--- config.mk ---
export PLATFORM = sky130hd
export DESIGN_NAME = result_frame_receiver_crc5_flat
export DESIGN_NICKNAME = d
export VERILOG_FILES = /design/src/sv/rfr_pkg.sv /design/src/sv/rfr_in_if.sv /design/src/sv/rfr_out_if.sv /design/src/sv/rfr_frame_core.sv /design/src/sv/result_frame_receiver_crc5.sv /design/src/flat_wrapper.sv
export SDC_FILE = /design/constraint.sdc
export NUM_CORES = 1
export LEC_CHECK = 0
export ABC_AREA = 1
export BUFFER_PORTS_ARGS = -buffer_cell sky130_fd_sc_hd__buf_4
export CAP_MARGIN = 10
export CORE_ASPECT_RATIO = 0.7
export CORE_UTILIZATION = 31
export CTS_BUF_LIST = sky130_fd_sc_hd__clkbuf_8
export CTS_CLUSTER_DIAMETER = 100
export DETAILED_ROUTE_END_ITERATION = 8
export GPL_TIMING_DRIVEN = 1
export PLACE_DENSITY = 0.5
export SLEW_MARGIN = 20
export SYNTH_ARGS = -nofsm -noshare
export SYNTH_HDL_FRONTEND = slang
export SYNTH_SLANG_ARGS = --single-unit
--- constraint.sdc ---
create_clock -name clk -period 3.94 [get_ports clk]
set_input_delay 0.985 -clock clk [delete_from_list [all_inputs] [get_ports clk]]
set_output_delay 0.985 -clock clk [all_outputs]
set_load 0.02 [all_outputs]
--- src/sv/rfr_pkg.sv ---
// Package for the preamble-framed receiver with CRC-5 check.
// Holds frame constants, the result status codes, the result struct and the CRC function.
// Depends on nothing; rfr_frame_core and result_frame_receiver_crc5 import it.
`timescale 1ns / 1ps

package rfr_pkg;

    localparam logic [7:0] PRE_FIRST  = 8'hAA;
    localparam logic [7:0] PRE_SECOND = 8'h55;
    localparam logic [4:0] CRC_INIT   = 5'h1F;
    localparam logic [4:0] CRC_POLY   = 5'h05;

    // Byte positions within a frame of eleven bytes.
    localparam logic [3:0] POS_HUNT   = 4'd0;
    localparam logic [3:0] POS_SECOND = 4'd1;
    localparam logic [3:0] POS_FIRST_DATA = 4'd2;
    localparam logic [3:0] POS_LAST   = 4'd10;
    localparam logic [3:0] FRAME_LEN  = 4'd11;

    typedef enum logic [1:0] {
        ST_NONE    = 2'd0,
        ST_GOOD    = 2'd1,
        ST_BAD_PRE = 2'd2,
        ST_BAD_CRC = 2'd3
    } rfr_status_t;

    typedef struct packed {
        rfr_status_t status;
        logic [63:0] payload;
        logic [7:0]  crc_byte;
        logic [31:0] bad_preamble_count;
        logic [31:0] bad_crc_count;
    } rfr_result_t;

    // CRC-5, polynomial x^5+x^2+1, one byte taken MSB first.
    function automatic logic [4:0] rfr_crc5(input logic [4:0] crc_in, input logic [7:0] data);
        logic [4:0] crc;
        logic       fb;
        crc = crc_in;
        for (int k = 7; k >= 0; k--)
        begin
            fb  = crc[4] ^ data[k];
            crc = {crc[3:0], 1'b0};
            if (fb)
            begin
                crc = crc ^ CRC_POLY;
            end
        end
        return crc;
    endfunction

endpackage

--- src/sv/rfr_in_if.sv ---
// Input channel of the framed receiver: valid, ready and one received byte.
// Depends on nothing.
`timescale 1ns / 1ps

interface rfr_in_if;
    logic       valid;
    logic       ready;
    logic [7:0] rx_byte;

    modport source (output valid, output rx_byte, input ready);
    modport sink   (input valid, input rx_byte, output ready);
endinterface

--- src/sv/rfr_out_if.sv ---
// Result channel of the framed receiver: valid, ready and the result fields.
// Depends on nothing.
`timescale 1ns / 1ps

interface rfr_out_if;
    logic        valid;
    logic        ready;
    logic [1:0]  status;
    logic [63:0] payload;
    logic [7:0]  crc_byte;
    logic [31:0] bad_preamble_count;
    logic [31:0] bad_crc_count;

    modport source (output valid, output status, output payload, output crc_byte,
                    output bad_preamble_count, output bad_crc_count, input ready);
    modport sink   (input valid, input status, input payload, input crc_byte,
                    input bad_preamble_count, input bad_crc_count, output ready);
endinterface

--- src/sv/rfr_frame_core.sv ---
// Frame state of the receiver: byte position, payload shift, running CRC, error counters.
// Computes the result of one byte and advances the state when step is high. Uses rfr_pkg.
`timescale 1ns / 1ps

module rfr_frame_core
    import rfr_pkg::*;
(
    input  logic        clk,
    input  logic        rst_n,
    input  logic        step,
    input  logic [7:0]  rx_byte,
    output rfr_result_t result
);

    logic [3:0]  pos_reg,   pos_next;
    logic [63:0] shift_reg, shift_next;
    logic [4:0]  crc_reg,   crc_next;
    logic [31:0] perr_reg,  perr_next;
    logic [31:0] cerr_reg,  cerr_next;

    logic [3:0]  pos_cur;
    logic [4:0]  crc_calc;
    rfr_status_t status;

    assign crc_calc = rfr_crc5(crc_reg, rx_byte);

    always_comb
    begin
        // Positions past the end of a frame behave like hunting.
        pos_cur    = (pos_reg >= FRAME_LEN) ? POS_HUNT : pos_reg;
        pos_next   = pos_cur;
        shift_next = shift_reg;
        crc_next   = crc_reg;
        perr_next  = perr_reg;
        cerr_next  = cerr_reg;
        status     = ST_NONE;
        priority if (pos_cur == POS_HUNT)
        begin
            if (rx_byte == PRE_FIRST)
            begin
                pos_next = POS_SECOND;
            end
        end
        else if (pos_cur == POS_SECOND)
        begin
            if (rx_byte == PRE_SECOND)
            begin
                pos_next   = POS_FIRST_DATA;
                shift_next = '0;
                crc_next   = CRC_INIT;
            end
            else
            begin
                perr_next = perr_reg + 32'd1;
                status    = ST_BAD_PRE;
                pos_next  = (rx_byte == PRE_FIRST) ? POS_SECOND : POS_HUNT;
            end
        end
        else
        begin
            crc_next = crc_calc;
            if (pos_cur != POS_LAST)
            begin
                shift_next = {shift_reg[55:0], rx_byte};
                pos_next   = pos_cur + 4'd1;
            end
            else
            begin
                pos_next = POS_HUNT;
                if (crc_calc == 5'd0)
                begin
                    status = ST_GOOD;
                end
                else
                begin
                    cerr_next = cerr_reg + 32'd1;
                    status    = ST_BAD_CRC;
                end
            end
        end
    end

    always_comb
    begin
        result.status             = status;
        result.payload            = (status == ST_GOOD) ? shift_reg : 64'd0;
        result.crc_byte           = (status == ST_GOOD) ? rx_byte : 8'd0;
        result.bad_preamble_count = perr_next;
        result.bad_crc_count      = cerr_next;
    end

    always_ff @(posedge clk or negedge rst_n)
    begin
        if (!rst_n)
        begin
            pos_reg   <= POS_HUNT;
            shift_reg <= '0;
            crc_reg   <= CRC_INIT;
            perr_reg  <= '0;
            cerr_reg  <= '0;
        end
        else if (step)
        begin
            pos_reg   <= pos_next;
            shift_reg <= shift_next;
            crc_reg   <= crc_next;
            perr_reg  <= perr_next;
            cerr_reg  <= cerr_next;
        end
    end

    a_pos_in_range: assert property (@(posedge clk) disable iff (!rst_n)
        pos_reg < FRAME_LEN)
        else $error("byte position left the frame range");

    a_bad_pre_count: assert property (@(posedge clk) disable iff (!rst_n)
        step && status == ST_BAD_PRE |=> perr_reg == $past(perr_reg) + 32'd1)
        else $error("bad preamble did not advance its counter");

    a_bad_crc_count: assert property (@(posedge clk) disable iff (!rst_n)
        step && status == ST_BAD_CRC |=> cerr_reg == $past(cerr_reg) + 32'd1)
        else $error("bad crc did not advance its counter");

    a_good_restarts: assert property (@(posedge clk) disable iff (!rst_n)
        step && status == ST_GOOD |=> pos_reg == POS_HUNT && $stable(cerr_reg))
        else $error("good frame did not restart hunting");

endmodule

--- src/sv/result_frame_receiver_crc5.sv ---
// Top level of the preamble-framed receiver with CRC-5 residual check.
// Holds the input register and the result register around rfr_frame_core.
// Depends on rfr_pkg, rfr_in_if, rfr_out_if and rfr_frame_core.
//
//   Channel  Role    Payload
//   -------  ------  --------------------------------------------------------
//   rx       sink    rx_byte (8 bits)
//   res      source  status, payload, crc_byte, bad_preamble_count, bad_crc_count
//
// Every accepted byte yields exactly one result transfer; it passes the input register, then the result register.
// One byte is accepted in every cycle while res does not stall; the rate is set by the single input register
// feeding the combinational CRC and frame update into the result register.
// rst_n is asynchronous and active low; it restarts preamble hunting, loads the CRC
// with all ones and clears both error counters.
// When res stalls, the held result stays put and one further byte may wait in the
// input register; rx.ready drops only when both registers are full.
`timescale 1ns / 1ps

module result_frame_receiver_crc5
    import rfr_pkg::*;
(
    input  logic   clk,
    input  logic   rst_n,
    rfr_in_if.sink   rx,
    rfr_out_if.source res
);

    // Input register: one received byte waiting for the frame logic.
    logic        in_valid_reg;
    logic [7:0]  in_byte_reg;

    // Result register: the result of the last processed byte.
    logic        out_valid_reg;
    rfr_result_t out_data_reg;

    rfr_result_t step_result;
    logic        out_free;
    logic        step;
    logic        rx_take;

    // The result register can take a new value when it is empty or being drained.
    assign out_free = !out_valid_reg || res.ready;
    // A byte in the input register is processed exactly when its result can be stored,
    // so the frame state advances once per byte and never ahead of the result.
    assign step     = in_valid_reg && out_free;
    assign rx.ready = !in_valid_reg || out_free;
    assign rx_take  = rx.valid && rx.ready;

    rfr_frame_core u_core (
        .clk     (clk),
        .rst_n   (rst_n),
        .step    (step),
        .rx_byte (in_byte_reg),
        .result  (step_result)
    );

    always_ff @(posedge clk or negedge rst_n)
    begin
        if (!rst_n)
        begin
            in_valid_reg  <= 1'b0;
            out_valid_reg <= 1'b0;
        end
        else
        begin
            if (rx_take)
            begin
                in_valid_reg <= 1'b1;
            end
            else if (step)
            begin
                in_valid_reg <= 1'b0;
            end

            if (step)
            begin
                out_valid_reg <= 1'b1;
            end
            else if (res.ready)
            begin
                out_valid_reg <= 1'b0;
            end
        end
    end

    // Payload registers carry no reset; their valid flags guard them.
    always_ff @(posedge clk)
    begin
        if (rx_take)
        begin
            in_byte_reg <= rx.rx_byte;
        end
        if (step)
        begin
            out_data_reg <= step_result;
        end
    end

    assign res.valid              = out_valid_reg;
    assign res.status             = out_data_reg.status;
    assign res.payload            = out_data_reg.payload;
    assign res.crc_byte           = out_data_reg.crc_byte;
    assign res.bad_preamble_count = out_data_reg.bad_preamble_count;
    assign res.bad_crc_count      = out_data_reg.bad_crc_count;

endmodule
--- src/flat_wrapper.sv ---
// flat-port wrapper written by rule: the top's interface ports become plain ports
module result_frame_receiver_crc5_flat import rfr_pkg::*;
  (clk, rst_n, rx_valid, rx_rx_byte, rx_ready, res_valid, res_status, res_payload, res_crc_byte, res_bad_preamble_count, res_bad_crc_count, res_ready);
  rfr_in_if rx_i ();
  rfr_out_if res_i ();
  input  logic clk;
  input  logic rst_n;
  input wire logic [$bits(rx_i.valid)-1:0] rx_valid;
  input wire logic [$bits(rx_i.rx_byte)-1:0] rx_rx_byte;
  output wire logic [$bits(rx_i.ready)-1:0] rx_ready;
  output wire logic [$bits(res_i.valid)-1:0] res_valid;
  output wire logic [$bits(res_i.status)-1:0] res_status;
  output wire logic [$bits(res_i.payload)-1:0] res_payload;
  output wire logic [$bits(res_i.crc_byte)-1:0] res_crc_byte;
  output wire logic [$bits(res_i.bad_preamble_count)-1:0] res_bad_preamble_count;
  output wire logic [$bits(res_i.bad_crc_count)-1:0] res_bad_crc_count;
  input wire logic [$bits(res_i.ready)-1:0] res_ready;
  assign rx_i.valid = rx_valid;
  assign rx_i.rx_byte = rx_rx_byte;
  assign rx_ready = rx_i.ready;
  assign res_valid = res_i.valid;
  assign res_status = res_i.status;
  assign res_payload = res_i.payload;
  assign res_crc_byte = res_i.crc_byte;
  assign res_bad_preamble_count = res_i.bad_preamble_count;
  assign res_bad_crc_count = res_i.bad_crc_count;
  assign res_i.ready = res_ready;
  result_frame_receiver_crc5 u_core (.clk(clk), .rst_n(rst_n), .rx(rx_i), .res(res_i));
endmodule
==> impl_metrics.env <==
export IMPL_status="complete, no violations"
export IMPL_worstReg2RegStart="u_core.in_byte_reg[7]"
export IMPL_fp_dieArea_um2=44700
export IMPL_cts_clk_slew_worst_paths_ns=0.06
export IMPL_cp_startpoint="u_core.in_byte_reg[7]"
export IMPL_grt_start_max_net_pins=169
export IMPL_antenna_found_initial=0
export IMPL_yosys_most_used_dff="edfxtp_1"
export IMPL_hold_buffers=0
export IMPL_cpLargestDelayFamily="simple AND/OR/NAND/NOR gates"
export IMPL_fin_crit_ns=3.06
export IMPL_postSynthAreaPerCell_um2=8.91
export IMPL_synth_area_um2=13600
export IMPL_post_route_drc_count=0
export IMPL_grt_pass1_wl_mm=57.7
export IMPL_max_slew_margin_pct=22.4
export IMPL_synthArstFlopShare_pct=48.8
export IMPL_slew_violations=0
export IMPL_min_path_type="input pin to async pin"
export IMPL_post_cts_resized=0
export IMPL_dr_pass1_iters=5
export IMPL_clock_latency_ns=0.59
export IMPL_core_area_um2=42800
export IMPL_initial_utilization_pct=31.7
export IMPL_p_sw_share_pct=37.9
export IMPL_syn_to_final_growth_pct=19.1
export IMPL_crit_chain="inv_2 > nand2_1 > nand2_1 > nand2_1 > nand2_1 > nand2_1 > nand2_1 > nand2_1 > nor2_4 > nand2_4 > nand2_2 > nand3_4 > buf_4 > nor2_2"
export IMPL_p_switching_mw=3.54
export IMPL_fmax_mhz=327
export IMPL_cap_violations=0
export IMPL_cp_end_kind="flop"
export IMPL_overflow=0
export IMPL_hold_viol=0
export IMPL_first_global_vias=10300
export IMPL_worst_path_buf_inv=2
export IMPL_drive_gt1_share_pct=19.4
export IMPL_diodes=0
export IMPL_powerDensity_nw_per_um2=577
export IMPL_crit_path_start_kind="flop"
export IMPL_dpl_instance_area_um2=15300
export IMPL_ant_nets=0
export IMPL_worst_pin_slew_ns=1.16
export IMPL_dp_cells=2218
export IMPL_crit_slowest_cell="edfxtp_1"
export IMPL_cp_required_ns=4.38
export IMPL_postSynthCellCount=1525
export IMPL_first_iter_violations=627
export IMPL_synthDistinctLibCells=38
export IMPL_grt_util_all_layers_pct=16.5
export IMPL_clock_power_share_pct=25.8
export IMPL_cp_common_cell="nand2_1"
export IMPL_cts_buffers=46
export IMPL_clk_path_buf_depth=3
export IMPL_final_cells=2304
export IMPL_cp_arrival_ns=3.50
export IMPL_synth_warning_count=0
export IMPL_io_pins=152
export IMPL_intPower_mw=5.80
export IMPL_clock_skew_ns=0.0301
export IMPL_comb_power_share_pct=28.9
export IMPL_wl_per_cell_um=15.8
export IMPL_post_cts_buffers=0
export IMPL_ys_ff_latch=285
export IMPL_wl_mm=36.4
export IMPL_finalWeightedCongestion=0.859
export IMPL_final_cell_area_um2=16200
export IMPL_fin_hold_ws_ns=0.360
export IMPL_synth_edf_count=146
export IMPL_path_max_fanout=30
export IMPL_dp_hpwl_mm=24.6
export IMPL_yosysSeqAreaShare_pct=57.9
export IMPL_p_leak_nw=7.06
export IMPL_cpPeakStageDelay_ns=0.49
export IMPL_fp_dieW_um=252
export IMPL_vias=10600
export IMPL_cts_sinks=285
export IMPL_io_buffers=151
export IMPL_finalSetupViolCount=0
export IMPL_ir_worst_vdd_mv=0.362
export IMPL_fin_tns_setup_ns=0
export IMPL_nets=1695
export IMPL_cts_tree="done"
export IMPL_viasPerCell=4.60
export IMPL_finalCritPeriodShare_pct=77.6
export IMPL_rows=63
export IMPL_syn_nets=1539
export IMPL_cts_htree_levels=2
export IMPL_seqPwrFrac_pct=45.3
export IMPL_die_y_um=177
export IMPL_rsz0062_at_grt="no"
export IMPL_root_buffer="clkbuf_8"
export IMPL_crit_type="flop to flop"
## cell families (layout without fill, tap and decap cells)
group                      Yosys count  after routing  synth area share (%)
xor gates and xnor gates            33             33                  2.13
DFF                                285            285                  57.9
adders and majority gates            2              2                 0.184
buffers and inverters              239            433                  7.52
and+or+nand+nor                    844            844                  27.6
muxes                                1              1                0.0737
AOI/OAI and AO/OA                  121            121                  4.51
## metal layers
metal / track usage (%) / routed length [um] / part of all wire (%) / vias up
met4: 3.79 / 550 / 1.5 / 0
met2: 23.9 / 15200 / 42 / 255
met3: 3.12 / 1930 / 5.3 / 48
met1: 25.1 / 18800 / 52 / 5050
met5: 0 / 0 / 0 / -
li1: - / - / - / 5249
## Yosys cell counts (all sizes together) (5+ instances only)
master  instances  area (um2)
nand2         484        1850
inv           176         661
nor2          147         737
edfxtp        146        4380
nand3         142         723
dfrtp         134        3350
o21ai         114         571
buf            40         274
nand4          32         206
xor2           26         228
clkbuf         22        82.6
nor3           22         125
nor4            7        43.8
xnor2           7        61.3
and2            6        37.5
dfstp           5         131
## layout by cell type (no fill, tap or decap), types with 5 or more instances in the layout
cell type	netlist	routed
nand2_1	475	474
nor2_1	75	74
o21ai_0	91	91
inv_2	10	9
dfrtp_1	134	134
edfxtp_1	146	146
and2_1	6	6
nor4_1	7	7
nor2_2	71	71
xnor2_1	7	7
nand2_2	6	7
dfstp_2	5	5
clkbuf_8	0	49
buf_12	0	6
o21ai_1	23	23
buf_4	10	163
nor3_1	19	19
xor2_1	26	26
clkinv_2	0	6
nand4_1	31	31
nand3_1	141	141
clkinv_1	1	10
inv_1	166	183
## through the flow
step	utilization [%]	setup slack (ns)	total power [mW]
final	37.8	0.884	9.34
after global routing	37.8	0.605	9.96
after CTS	37.8	0.865	9.49
after detailed placement	35.8	0.862	7.00
after global placement	35.8	0.870	6.98
after floorplan	-	0.495	5.98
## power groups by stage
stage | logic, mW | clock network (mW) | registers [mW]
6_report | 2.70 | 2.41 | 4.22
5_1_grt | 3.01 | 2.65 | 4.30
4_1_cts | 2.74 | 2.52 | 4.23
3_5_place_dp | 2.72 | 0 | 4.28
3_3_place_gp | 2.70 | 0 | 4.28
2_1_floorplan | 1.56 | 0 | 4.42
## worst register-to-register path, cell delays in order (launching register included)
cell and delay [ns]:
edfxtp_1 0.49, inv_2 0.13, nand2_1 0.05, nand2_1 0.17, nand2_1 0.08, nand2_1 0.08
nand2_1 0.05, nand2_1 0.10, nand2_1 0.10, nor2_4 0.38, nand2_4 0.08, nand2_2 0.13
nand3_4 0.43, buf_4 0.49, nor2_2 0.16
## path summary, 6_finish.rpt
| kind | end | slack (ns) | cells after the start |
|---|---|---|---|
| max | u_core.res.payload[48] | 0.88 | 14 |
| min | u_core.u_core.cerr_reg[10] | 0.36 | 1 |
| max reg2reg | u_core.res.payload[48] | 0.88 | 14 |
| min reg2reg | u_core.u_core.shift_reg[12] | 0.51 | 2 |
| max in group asynchronous | u_core.u_core.crc_reg[4] | 2.55 | 2 |
| min in group clk | u_core.u_core.shift_reg[12] | 0.51 | 2 |
## cell type report
cell class,instances,area (um2)
fill,4328,26600
sequential,285,7870
multi-input combinational,1001,4700
timing repair buffer,170,1360
tap,585,732
clock buffer,49,674
inverter,177,672
clock inverter,37,174
(Power assumes the default switching activity.)
